==> src/hdl/mhfp_pkg.sv <==
package mhfp_pkg;

  // header layout
  localparam int unsigned HdrLen   = 12;
  localparam int unsigned HdrIdxW  = 4;
  localparam int unsigned MagicLen = 4;

  // payload size bounds
  localparam logic [15:0] PayloadLimit = 16'd2048;
  localparam int unsigned CountW       = 12;
  localparam int unsigned IndexW       = 11;

  // queue between parser and output side
  localparam int unsigned QDepth = 2;

  // register reset values
  localparam logic [31:0] MagicWordReset  = 32'h4A43_4948;
  localparam logic [11:0] MaxPayloadReset = 12'd2048;
  localparam int unsigned CfgDataW        = 32;

  typedef enum logic {
    KIND_BYTE  = 1'b0,
    KIND_RESET = 1'b1
  } kind_e;

  typedef enum logic [1:0] {
    ST_PAYLOAD  = 2'd0,
    ST_EMPTY    = 2'd1,
    ST_SIZE_ERR = 2'd2
  } status_e;

  typedef enum logic {
    CFG_MAGIC_WORD  = 1'b0,
    CFG_MAX_PAYLOAD = 1'b1
  } cfg_idx_e;

  typedef struct packed {
    kind_e       kind;
    logic [7:0]  data_byte;
  } in_word_t;

  typedef struct packed {
    status_e            status;
    logic [15:0]        command_id;
    logic [15:0]        version;
    logic [7:0]         payload_byte;
    logic [IndexW-1:0]  byte_index;
    logic               last;
  } out_word_t;

  typedef struct packed {
    logic [31:0] magic_word;
    logic [11:0] max_payload;
  } cfg_t;

endpackage

==> src/hdl/mhfp_front.sv <==
module mhfp_front (
  input  logic               clk_i,
  input  logic               rst_ni,
  input  mhfp_pkg::cfg_t     cfg_i,
  input  logic               in_fire_i,
  input  mhfp_pkg::in_word_t in_word_i,
  output logic               push_o,
  output mhfp_pkg::out_word_t push_word_o
);

  logic [7:0]                    win_q [mhfp_pkg::HdrLen];
  logic [7:0]                    win_d [mhfp_pkg::HdrLen];
  logic [7:0]                    nwin  [mhfp_pkg::HdrLen];
  logic [mhfp_pkg::HdrIdxW-1:0]  fill_q, fill_d;
  logic                          recv_q, recv_d;
  logic [mhfp_pkg::CountW-1:0]   size_q, size_d;
  logic [mhfp_pkg::CountW-1:0]   count_q, count_d;

  logic        magic_ok;
  logic [31:0] total;
  logic [15:0] size16;
  logic [15:0] limit;
  logic        last_byte;
  logic [15:0] hdr_version;
  logic [15:0] hdr_command;

  // window with the incoming byte placed at the fill position
  always_comb begin
    for (int i = 0; i < mhfp_pkg::HdrLen; i++) begin
      nwin[i] = win_q[i];
    end
    nwin[fill_q] = in_word_i.data_byte;
  end

  // header decode on the completed window
  assign magic_ok = ({nwin[3], nwin[2], nwin[1], nwin[0]} == cfg_i.magic_word);
  assign total    = {nwin[11], nwin[10], nwin[9], nwin[8]};
  assign size16   = total[15:0] - 16'(mhfp_pkg::HdrLen);
  assign limit    = ({4'd0, cfg_i.max_payload} < mhfp_pkg::PayloadLimit)
                    ? {4'd0, cfg_i.max_payload} : mhfp_pkg::PayloadLimit;

  // header fields come from the held window while a payload streams
  assign hdr_version = recv_q ? {win_q[5], win_q[4]} : {nwin[5], nwin[4]};
  assign hdr_command = recv_q ? {win_q[7], win_q[6]} : {nwin[7], nwin[6]};

  assign last_byte = ({1'b0, count_q} + 13'd1) >= {1'b0, size_q};

  // parser state update and result classification
  always_comb begin
    win_d   = win_q;
    fill_d  = fill_q;
    recv_d  = recv_q;
    size_d  = size_q;
    count_d = count_q;
    push_o  = 1'b0;
    push_word_o.status       = mhfp_pkg::ST_PAYLOAD;
    push_word_o.command_id   = hdr_command;
    push_word_o.version      = hdr_version;
    push_word_o.payload_byte = 8'd0;
    push_word_o.byte_index   = '0;
    push_word_o.last         = 1'b1;

    if (in_fire_i) begin
      if (in_word_i.kind == mhfp_pkg::KIND_RESET) begin
        fill_d  = '0;
        recv_d  = 1'b0;
        size_d  = '0;
        count_d = '0;
      end else if (recv_q) begin
        push_o = 1'b1;
        push_word_o.payload_byte = in_word_i.data_byte;
        push_word_o.byte_index   = count_q[mhfp_pkg::IndexW-1:0];
        push_word_o.last         = last_byte;
        count_d = count_q + 1'b1;
        if (last_byte) begin
          fill_d  = '0;
          recv_d  = 1'b0;
          size_d  = '0;
          count_d = '0;
        end
      end else if (fill_q != mhfp_pkg::HdrIdxW'(mhfp_pkg::HdrLen - 1)) begin
        win_d  = nwin;
        fill_d = fill_q + 1'b1;
      end else if (!magic_ok) begin
        // drop the oldest byte and keep hunting
        for (int i = 0; i < mhfp_pkg::HdrLen - 1; i++) begin
          win_d[i] = nwin[i+1];
        end
        win_d[mhfp_pkg::HdrLen-1] = 8'd0;
      end else if (size16 > limit) begin
        push_o = 1'b1;
        push_word_o.status = mhfp_pkg::ST_SIZE_ERR;
        fill_d = '0;
      end else if (size16 == 16'd0) begin
        push_o = 1'b1;
        push_word_o.status = mhfp_pkg::ST_EMPTY;
        fill_d = '0;
      end else begin
        win_d   = nwin;
        fill_d  = '0;
        recv_d  = 1'b1;
        size_d  = size16[mhfp_pkg::CountW-1:0];
        count_d = '0;
      end
    end
  end

  // control state
  always_ff @(posedge clk_i or negedge rst_ni) begin
    if (!rst_ni) begin
      fill_q  <= '0;
      recv_q  <= 1'b0;
      size_q  <= '0;
      count_q <= '0;
    end else begin
      fill_q  <= fill_d;
      recv_q  <= recv_d;
      size_q  <= size_d;
      count_q <= count_d;
    end
  end

  // header window bytes
  always_ff @(posedge clk_i) begin
    for (int i = 0; i < mhfp_pkg::HdrLen; i++) begin
      win_q[i] <= win_d[i];
    end
  end

endmodule

==> src/hdl/mhfp_queue.sv <==
module mhfp_queue #(
  parameter int unsigned Depth = mhfp_pkg::QDepth
) (
  input  logic                clk_i,
  input  logic                rst_ni,
  input  logic                push_i,
  input  mhfp_pkg::out_word_t push_word_i,
  output logic                full_o,
  output logic                out_valid_o,
  input  logic                out_stall_i,
  output mhfp_pkg::out_word_t out_word_o
);

  localparam int unsigned PtrW = (Depth > 1) ? $clog2(Depth) : 1;

  mhfp_pkg::out_word_t entries_q [Depth];
  logic [PtrW-1:0]     wr_ptr_q, rd_ptr_q;
  logic [PtrW:0]       count_q;
  logic                pop;

  assign out_valid_o = (count_q != '0);
  assign full_o      = (count_q == (PtrW+1)'(Depth));
  assign pop         = out_valid_o && !out_stall_i;
  assign out_word_o  = entries_q[rd_ptr_q];

  // pointers and fill level
  always_ff @(posedge clk_i or negedge rst_ni) begin
    if (!rst_ni) begin
      wr_ptr_q <= '0;
      rd_ptr_q <= '0;
      count_q  <= '0;
    end else begin
      if (push_i) begin
        wr_ptr_q <= (wr_ptr_q == PtrW'(Depth - 1)) ? '0 : wr_ptr_q + 1'b1;
      end
      if (pop) begin
        rd_ptr_q <= (rd_ptr_q == PtrW'(Depth - 1)) ? '0 : rd_ptr_q + 1'b1;
      end
      if (push_i && !pop) begin
        count_q <= count_q + 1'b1;
      end else if (pop && !push_i) begin
        count_q <= count_q - 1'b1;
      end
    end
  end

  // word storage
  always_ff @(posedge clk_i) begin
    if (push_i) begin
      entries_q[wr_ptr_q] <= push_word_i;
    end
  end

endmodule

==> src/hdl/magic_header_frame_parser.sv <==
// magic header frame parser: byte stream in, tagged payload words out
// a result is pushed into the output queue as its byte is taken and is offered in the next cycle if no older word waits
// throughput: one byte per cycle while in_stall_o is low; the two-word output queue absorbs one word of stall
// in_stall_o rises only while that queue holds two untaken words
// reset (rst_ni low, asynchronous) clears parser state, queue and registers;
// the header window bytes are not cleared and are rewritten before use
module magic_header_frame_parser #(
  parameter int unsigned QDepth = mhfp_pkg::QDepth
) (
  input  logic                    clk_i,
  input  logic                    rst_ni,
  input  logic                    in_valid_i,
  output logic                    in_stall_o,
  input  mhfp_pkg::in_word_t      in_word_i,
  output logic                    out_valid_o,
  input  logic                    out_stall_i,
  output mhfp_pkg::out_word_t     out_word_o,
  input  logic                    cfg_we_i,
  input  mhfp_pkg::cfg_idx_e      cfg_idx_i,
  input  logic [mhfp_pkg::CfgDataW-1:0] cfg_data_i
);

  mhfp_pkg::cfg_t      cfg_q;
  mhfp_pkg::out_word_t push_word;
  logic                push;
  logic                full;
  logic                in_fire;

  assign in_stall_o = full;
  assign in_fire    = in_valid_i && !full;

  // configuration registers
  always_ff @(posedge clk_i or negedge rst_ni) begin
    if (!rst_ni) begin
      cfg_q.magic_word  <= mhfp_pkg::MagicWordReset;
      cfg_q.max_payload <= mhfp_pkg::MaxPayloadReset;
    end else if (cfg_we_i) begin
      unique case (cfg_idx_i)
        mhfp_pkg::CFG_MAGIC_WORD:  cfg_q.magic_word  <= cfg_data_i[31:0];
        mhfp_pkg::CFG_MAX_PAYLOAD: cfg_q.max_payload <= cfg_data_i[11:0];
        default: ;
      endcase
    end
  end

  // header hunt and payload classification
  mhfp_front u_front (
    .clk_i       (clk_i),
    .rst_ni      (rst_ni),
    .cfg_i       (cfg_q),
    .in_fire_i   (in_fire),
    .in_word_i   (in_word_i),
    .push_o      (push),
    .push_word_o (push_word)
  );

  // output queue
  mhfp_queue #(
    .Depth (QDepth)
  ) u_queue (
    .clk_i       (clk_i),
    .rst_ni      (rst_ni),
    .push_i      (push),
    .push_word_i (push_word),
    .full_o      (full),
    .out_valid_o (out_valid_o),
    .out_stall_i (out_stall_i),
    .out_word_o  (out_word_o)
  );

`ifndef ASSERT_OFF
  a_push_shows: assert property (@(posedge clk_i) disable iff (!rst_ni)
    push |=> out_valid_o)
    else $error("pushed word not offered");

  a_reset_item_silent: assert property (@(posedge clk_i) disable iff (!rst_ni)
    (in_fire && in_word_i.kind == mhfp_pkg::KIND_RESET) |-> !push)
    else $error("parser reset item produced a word");

  a_no_push_unaccepted: assert property (@(posedge clk_i) disable iff (!rst_ni)
    push |-> in_fire)
    else $error("word pushed without an accepted byte");

  a_status_last: assert property (@(posedge clk_i) disable iff (!rst_ni)
    (out_valid_o && out_word_o.status != mhfp_pkg::ST_PAYLOAD) |-> out_word_o.last)
    else $error("frame status word not marked last");
`endif

endmodule

==> config.mk <==
export PLATFORM = sky130hd
export DESIGN_NAME = magic_header_frame_parser
export DESIGN_NICKNAME = d
export VERILOG_FILES = /design/src/hdl/mhfp_pkg.sv /design/src/hdl/mhfp_front.sv /design/src/hdl/mhfp_queue.sv /design/src/hdl/magic_header_frame_parser.sv
export SDC_FILE = /design/constraint.sdc
export NUM_CORES = 1
export LEC_CHECK = 0
export ABC_AREA = 1
export BUFFER_PORTS_ARGS = -buffer_cell sky130_fd_sc_hd__clkbuf_2
export CAP_MARGIN = 20
export CELL_PAD_IN_SITES_DETAIL_PLACEMENT = 0
export CELL_PAD_IN_SITES_GLOBAL_PLACEMENT = 1
export CORE_MARGIN = 2
export CORE_UTILIZATION = 29
export CTS_CLUSTER_DIAMETER = 100
export DETAILED_ROUTE_END_ITERATION = 12
export GPL_TIMING_DRIVEN = 1
export PLACE_DENSITY = 0.65
export SLEW_MARGIN = 15
export SYNTH_ARGS = -nofsm -noshare
export SYNTH_HDL_FRONTEND = slang
export SYNTH_SLANG_ARGS = --single-unit
==> constraint.sdc <==
create_clock -name clk_i -period 11.7 [get_ports clk_i]
set_input_delay 1.17 -clock clk_i [delete_from_list [all_inputs] [get_ports clk_i]]
set_output_delay 1.17 -clock clk_i [all_outputs]
set_load 0.02 [all_outputs]
# Yosys cells after proc, flatten, opt, wreduce, memory -nomap -nowiden
# Memories as Yosys holds them, arrays and structs flattened.
# Index checks and enable logic that the tools add are counted.
[op_classes]
eq_ne = 9
n_bitwise = 4
n_mux = 59
add_sub_neg = 8
order_cmp = 5
n_reduce_logical = 20
[ops]
columns = ["cell", "count"]
rows = [
  ["$mux 96", 4],
  ["$mux 12", 15],
  ["$bwmux 96", 1],
  ["$mux 20", 3],
  ["$demux 8 s4", 1],
  ["$eq 32x32->1", 1],
  ["$mux 16", 2],
  ["$mux 4", 5],
  ["$mux 1", 19],
  ["$gt 16x16->1", 1],
  ["$logic_not 16->1", 1],
  ["$mux 2", 8],
  ["$sub 16x4->16 const B", 1],
  ["$add 12x1->13 const B", 1],
  ["$ge 13x12->1", 1],
  ["$add 12x1->12 const B", 1],
  ["$lt 12x12->1 const B", 1],
  ["$reduce_and 5->1", 2],
  ["$ne 3x2->1 const B", 3],
  ["$ne 3x3->1 const B", 3],
  ["$mux 8", 1],
  ["$reduce_and 6->1", 1],
  ["$ge 5x5->1 const B", 1],
  ["$logic_and 1x1->1", 5],
  ["other kinds (15)", 23],
]
[word_totals]
out_inout_bits = 56
inputBits = 47
mem_bits_rw = 108
word_cells = 127
ff_bits = 173
mem_count = 1
[memory_table]
columns = ["name", "words", "word_bits", "read_ports", "rd_ports_with_merged_regs", "write_ports", "line_no", "text"]
rows = [
  ["u_queue.entries_q", 2, 54, 1, 0, 1, "mhfp_queue.sv:16", "mhfp_pkg::out_word_t entries_q [Depth];"],
]

# Logic depth before layout (Yosys ltp)
[depth]
ltp_word = 19
mapped_depth = 31
ltp_nobuf = 29

# Cells and area by module
# Synthesis repeated with hierarchy kept, for this count alone.
[unflattened]
hier_cells = 1739
hier_area_um2 = 14949.3
[by_module_without_submodules]
columns = ["mod", "n_inst", "cells_each", "seq_area_each_um2", "area_per_inst_um2"]
rows = [
  ["mhfp_front", 1, 1235, 3368.2, 9018.6],
  ["mhfp_queue", 1, 310, 3343.2, 4170.2],
  ["magic_header_frame_parser", 1, 194, 1116.1, 1760.4],
]

# Worst setup path before layout
# No wires, ideal clock.
[synth_timing]
path_kind = "input port to flip-flop"
from = "input port in_word_i[2] (netlist name)"
to = "register u_front.win_q[10] (netlist name) (enable)"
arrival_time_ns = 9.371
required_time_ns = 11.056
cell_stages = 21
setup_slack_ns = 1.685
setup_time_ns = 0.644
path_buffers = 1
cell_sequence = "buf_2 -> nand4_1 -> nand2_1 -> ha_1 -> inv_1 -> nand3_1 -> nor2_2 -> xor2_1 -> inv_1 -> ha_1 -> nand2_1 -> nor2_1 -> a211oi_1 -> o21ai_0 -> nand4_1 -> nand3_1 -> nand2_1 -> nand3_1 -> nand2_1 -> nand2_1 -> nor3_1"
[synth_between]
elab_chain_cells = 5
word_cells_on_any_way = 8
cone_classes = "add/sub (1); order compare (1); eq/ne (3); mux (1); reduce/logical (2)"
[synth_lines]
columns = ["item", "line_no", "text"]
rows = [
  ["from (decl)", "magic_header_frame_parser.sv:14", "input mhfp_pkg::in_word_t in_word_i,"],
  ["$bwmux 96 *", "mhfp_front.sv:32", "nwin[fill_q] = in_word_i.data_byte;"],
  ["$sub 16x4->16", "mhfp_front.sv:38", "assign size16 = total[15:0] - 16'(mhfp_pkg::HdrLen);"],
  ["$gt 16x16->1 / $logic_not 16->1 (equally long branches)", "mhfp_front.sv:90, mhfp_front.sv:94", ""],
  ["$ne 3x3->1 (no line)", "-", ""],
  ["$reduce_and 5->1 (no line) *", "-", ""],
  ["to (signal, indexed assignment)", "mhfp_front.sv:126", "win_q[i] <= win_d[i];"],
  ["to (decl)", "mhfp_front.sv:11", "logic [7:0] win_q [mhfp_pkg::HdrLen];"],
]
# Mark *: on every way between the ends. The rest lies on a longest branch, timed or not.
# A chain may end at the register's enable or synchronous reset.

# Final worst setup path
[layout_timing]
from = "register u_front.fill_q[0] (netlist name)"
to = "register u_front.win_q[8] (netlist name) (enable)"
[layout_between]
elab_chain_cells = 10
word_cells_on_any_way = 15
cone_classes = "add/sub (1); order compare (3); eq/ne (4); mux (3); bitwise (1); reduce/logical (3)"
[layout_lines]
columns = ["item", "line_no", "text"]
rows = [
  ["from (decl)", "mhfp_front.sv:14", "logic [mhfp_pkg::HdrIdxW-1:0] fill_q, fill_d;"],
  ["from (signal assigned)", "mhfp_front.sv:116", "fill_q <= fill_d;"],
  ["$not 4->5 (implied by the code)", "mhfp_front.sv:32", ""],
  ["$ge 5x5->1 (implied by the code) / $lt 5x1->1 (equally long branches)", "mhfp_front.sv:32", ""],
  ["$logic_and 1x1->1 (implied by the code)", "mhfp_front.sv:32", ""],
  ["$mux 8 (implied by the code)", "mhfp_front.sv:32", ""],
  ["$demux 8 s4", "mhfp_front.sv:32", ""],
  ["$bwmux 96", "mhfp_front.sv:32", ""],
  ["$sub 16x4->16", "mhfp_front.sv:38", ""],
  ["$gt 16x16->1 / $logic_not 16->1 (equally long branches)", "mhfp_front.sv:90, mhfp_front.sv:94", ""],
  ["$ne 3x3->1 (no line)", "-", ""],
  ["$reduce_and 5->1 (no line) *", "-", ""],
]
# Marked as above.

==> flow_metrics.tcl <==
set metrics [dict create \
    ctsResizeCount 0 \
    synth.distinct_cells 44 \
    cp_slowest_stage_delay_ns 0.65 \
    total_power_mw 3.38 \
    synthArstFlopShare_pct 28.2 \
    dpl.hpwl_microns 28500 \
    setup_viol 0 \
    synth.top_cells.by_count "nand2_1 (571), edfxtp_1 (196), o21ai_0 (187), inv_1 (182), nor2_1 (66)" \
    num_io_pins 103 \
    cts_tree "built" \
    drive_gt1_share_pct 13.3 \
    wire_per_inst_microns 16.8 \
    synth_area_leader_cell "edfxtp_1" \
    placed_cell_area_sq_um 15500 \
    cp_top_family "simple AND/OR/NAND/NOR gates" \
    wl_microns 40500 \
    p_leak_nw 7.23 \
    fp.dieW_microns 227 \
    crit_type "register to register" \
    ff2ff_path_depth 25 \
    grt_pass1_vias 10700 \
    ys.flop_type "edfxtp_1" \
    relSlewSlack_pct 32.6 \
    synth_most_common_cell "nand2_1" \
    critPathRequiredTime_ns 11.91 \
    rows 81 \
    drt-initial-drc-count 772 \
    synth_warnings 0 \
    drv_slew 0 \
    drc 0 \
    crit_buf_inv 5 \
    dr_total_vias 11000 \
    dr.pass1.iters 6 \
    area_growth_pct 15.5 \
    syn_nets 1728 \
    syn-mean-instance-area_sq_um 8.73 \
    clk_pin_slew_ns 0.06 \
    hold_violations 0 \
    cpMostUsedCell "nand2_1" \
    diodes 0 \
    hold_slack_ns 0.468 \
    cp-startpoint "u_front.fill_q[0]" \
    start_util_pct 29.4 \
    grt_antenna_before_repair 0 \
    cp-start-kind "register" \
    grt_first_pass_wirelength_microns 63000 \
    grt_max_degree 61 \
    fmax_mhz 182 \
    fin_crit_ns 5.50 \
    filler_cell_count 5110 \
    max_cap_violations 0 \
    r2r_start "u_front.fill_q[0]" \
    ctsHoldBuffers 0 \
    synth-edff-count 196 \
    critical_path.max_fanout 47 \
    rsz0062_at_grt "no" \
    grt.overflow.total 0 \
    synth-seq-area-share_pct 54.3 \
    worst_pin_slew_ns 1.01 \
    final_nets 1801 \
    dp_cells 2353 \
    antenna_left 0 \
    gp_congestion 0.824 \
    syn-cell-area_sq_um 14400 \
    min_path_type "input pin to async pin" \
    cts.sinks 273 \
    htreeDepth 1 \
    cts_max_path_buffers 3 \
    cts_root_buf "clkbuf_16" \
    tns_ns 0 \
    fin_worst_skew_ns 0.0175 \
    die_h_microns 227 \
    cts_setup_buffers 0 \
    status "finished, final reports clean" \
    final_cells 2411 \
    ys_ff_latch 273 \
    cp.arrival_ns 5.71 \
    period_share_pct 47.0 \
    die_area_sq_um 51500 \
    insertion_delay_ns 0.58 \
    port_buffers 102 \
    cp-end-kind "register" \
    vias_per_cell 4.58 \
    cpMaxStageDelayCell "buf_4" \
    core_area_sq_um 49000 \
    synth.area.top_cells "edfxtp_1 (41%), nand2_1 (15%), dfrtp_1 (11%)" \
    syn-instance-count 1650 \
    irDropWorstVdd_mv 0.125 \
    path_depth 25 \
    powerDensity_nw_per_um2 203 \
    yosys.area.top_type_share_pct 40.9 \
    grt_use_total_pct 16.0 \
    finalInstanceArea_sq_um 16600 \
    cts_buffers 31 \
]
==> layout make-up <==
cell class	count	area, sq um	share of cell area (%)
clock inverter	21	309	1.86
timing repair buffer	114	616	3.70
clock buffer	36	825	4.96
sequential	273	7830	47.1
multi-input combinational	1111	5500	33.1
inverter	192	723	4.35
tap	664	831	5.00
==> metrics by stage <==
step | utilization, % | worst slack [ns]
global route | 34.0 | 5.70
global placement | 31.6 | 5.98
detailed placement | 31.6 | 5.93
CTS | 33.9 | 6.21
finish | 34.0 | 6.20
floorplan | - | 1.69
==> kinds of logic (layout without fill, tap and decap cells) <==
kind of cell	count (synthesis)	in the layout	synth area share, %
adders and majority gates	31	31	2.69
DFF	273	273	54.3
buffers and inverters	266	363	7.69
AOI/OAI and AO/OA	280	280	10.4
muxes	28	28	1.98
xor gates and xnor gates	23	23	1.40
and+or+nand+nor	749	749	21.5
==> worst register-to-register path: stages (launching register included) <==
cell and delay [ns]:
dfrtp_1 0.43, inv_1 0.15, ha_1 0.40, nand3_4 0.22, nand2_1 0.12, nand2_1 0.17
ha_1 0.28, inv_1 0.07, nand3_1 0.11, nor2_2 0.20, xor2_1 0.24, inv_1 0.08
ha_1 0.31, nand2_1 0.07, nor2_1 0.04, a211oi_1 0.19, o21ai_0 0.13, nand4_1 0.11
nand3_1 0.07, nand2_1 0.17, nand3_1 0.10, nand2_1 0.07, nand2_1 0.09, nor3_2 0.11
buf_4 0.49, buf_4 0.68
==> sequential cells by signal, summed over array words and instances, names as in the netlist <==
name / flops
u_front.size_q: 12
u_queue.wr_ptr_q: 1
u_queue.count_q: 2
u_front.win_q: 88
u_front.count_q: 12
u_front.fill_q: 4
cfg_q: 44
u_queue.rd_ptr_q: 1
u_queue.entries_q: 108
u_front.recv_q: 1
==> metal layers <==
| layer | global-route usage [%] | vias to the layer above | part of all wire [%] |
|---|---|---|---|
| met5 | 0 | - | 0 |
| met4 | 3.74 | 0 | 1.8 |
| met3 | 2.01 | 41 | 4.9 |
| met2 | 25.4 | 233 | 45 |
| met1 | 23.1 | 5209 | 48 |
| li1 | - | 5566 | - |
==> report_power, final <==
group	total (mW)	internal (mW)	switching (mW)	leakage, nW
clock network	1.09	0.677	0.412	0.554
registers	1.25	1.19	0.0565	2.72
logic	1.04	0.303	0.735	3.96
total	3.38	2.17	1.20	7.23
==> worst paths after layout <==
kind                                      to  slack (ns)
max                         u_front.win_q[8]        6.20
min                         u_queue.rd_ptr_q        0.47
max reg2reg                 u_front.win_q[8]        6.20
min reg2reg                u_front.size_q[1]        0.47
max in group asynchronous          cfg_q[38]       10.11
min in group clk_i         u_front.size_q[1]        0.47
==> layout by cell type (no fill, tap or decap), drive strengths merged, types with 31 or more instances in the layout <==
| master | instances |
|---|---|
| a21oi | 33 |
| clkbuf | 137 |
| dfrtp | 65 |
| edfxtp | 196 |
| ha | 31 |
| inv | 191 |
| nand2 | 579 |
| nand3 | 44 |
| nor2 | 74 |
| o21ai | 226 |
(Power assumes the default switching activity.)
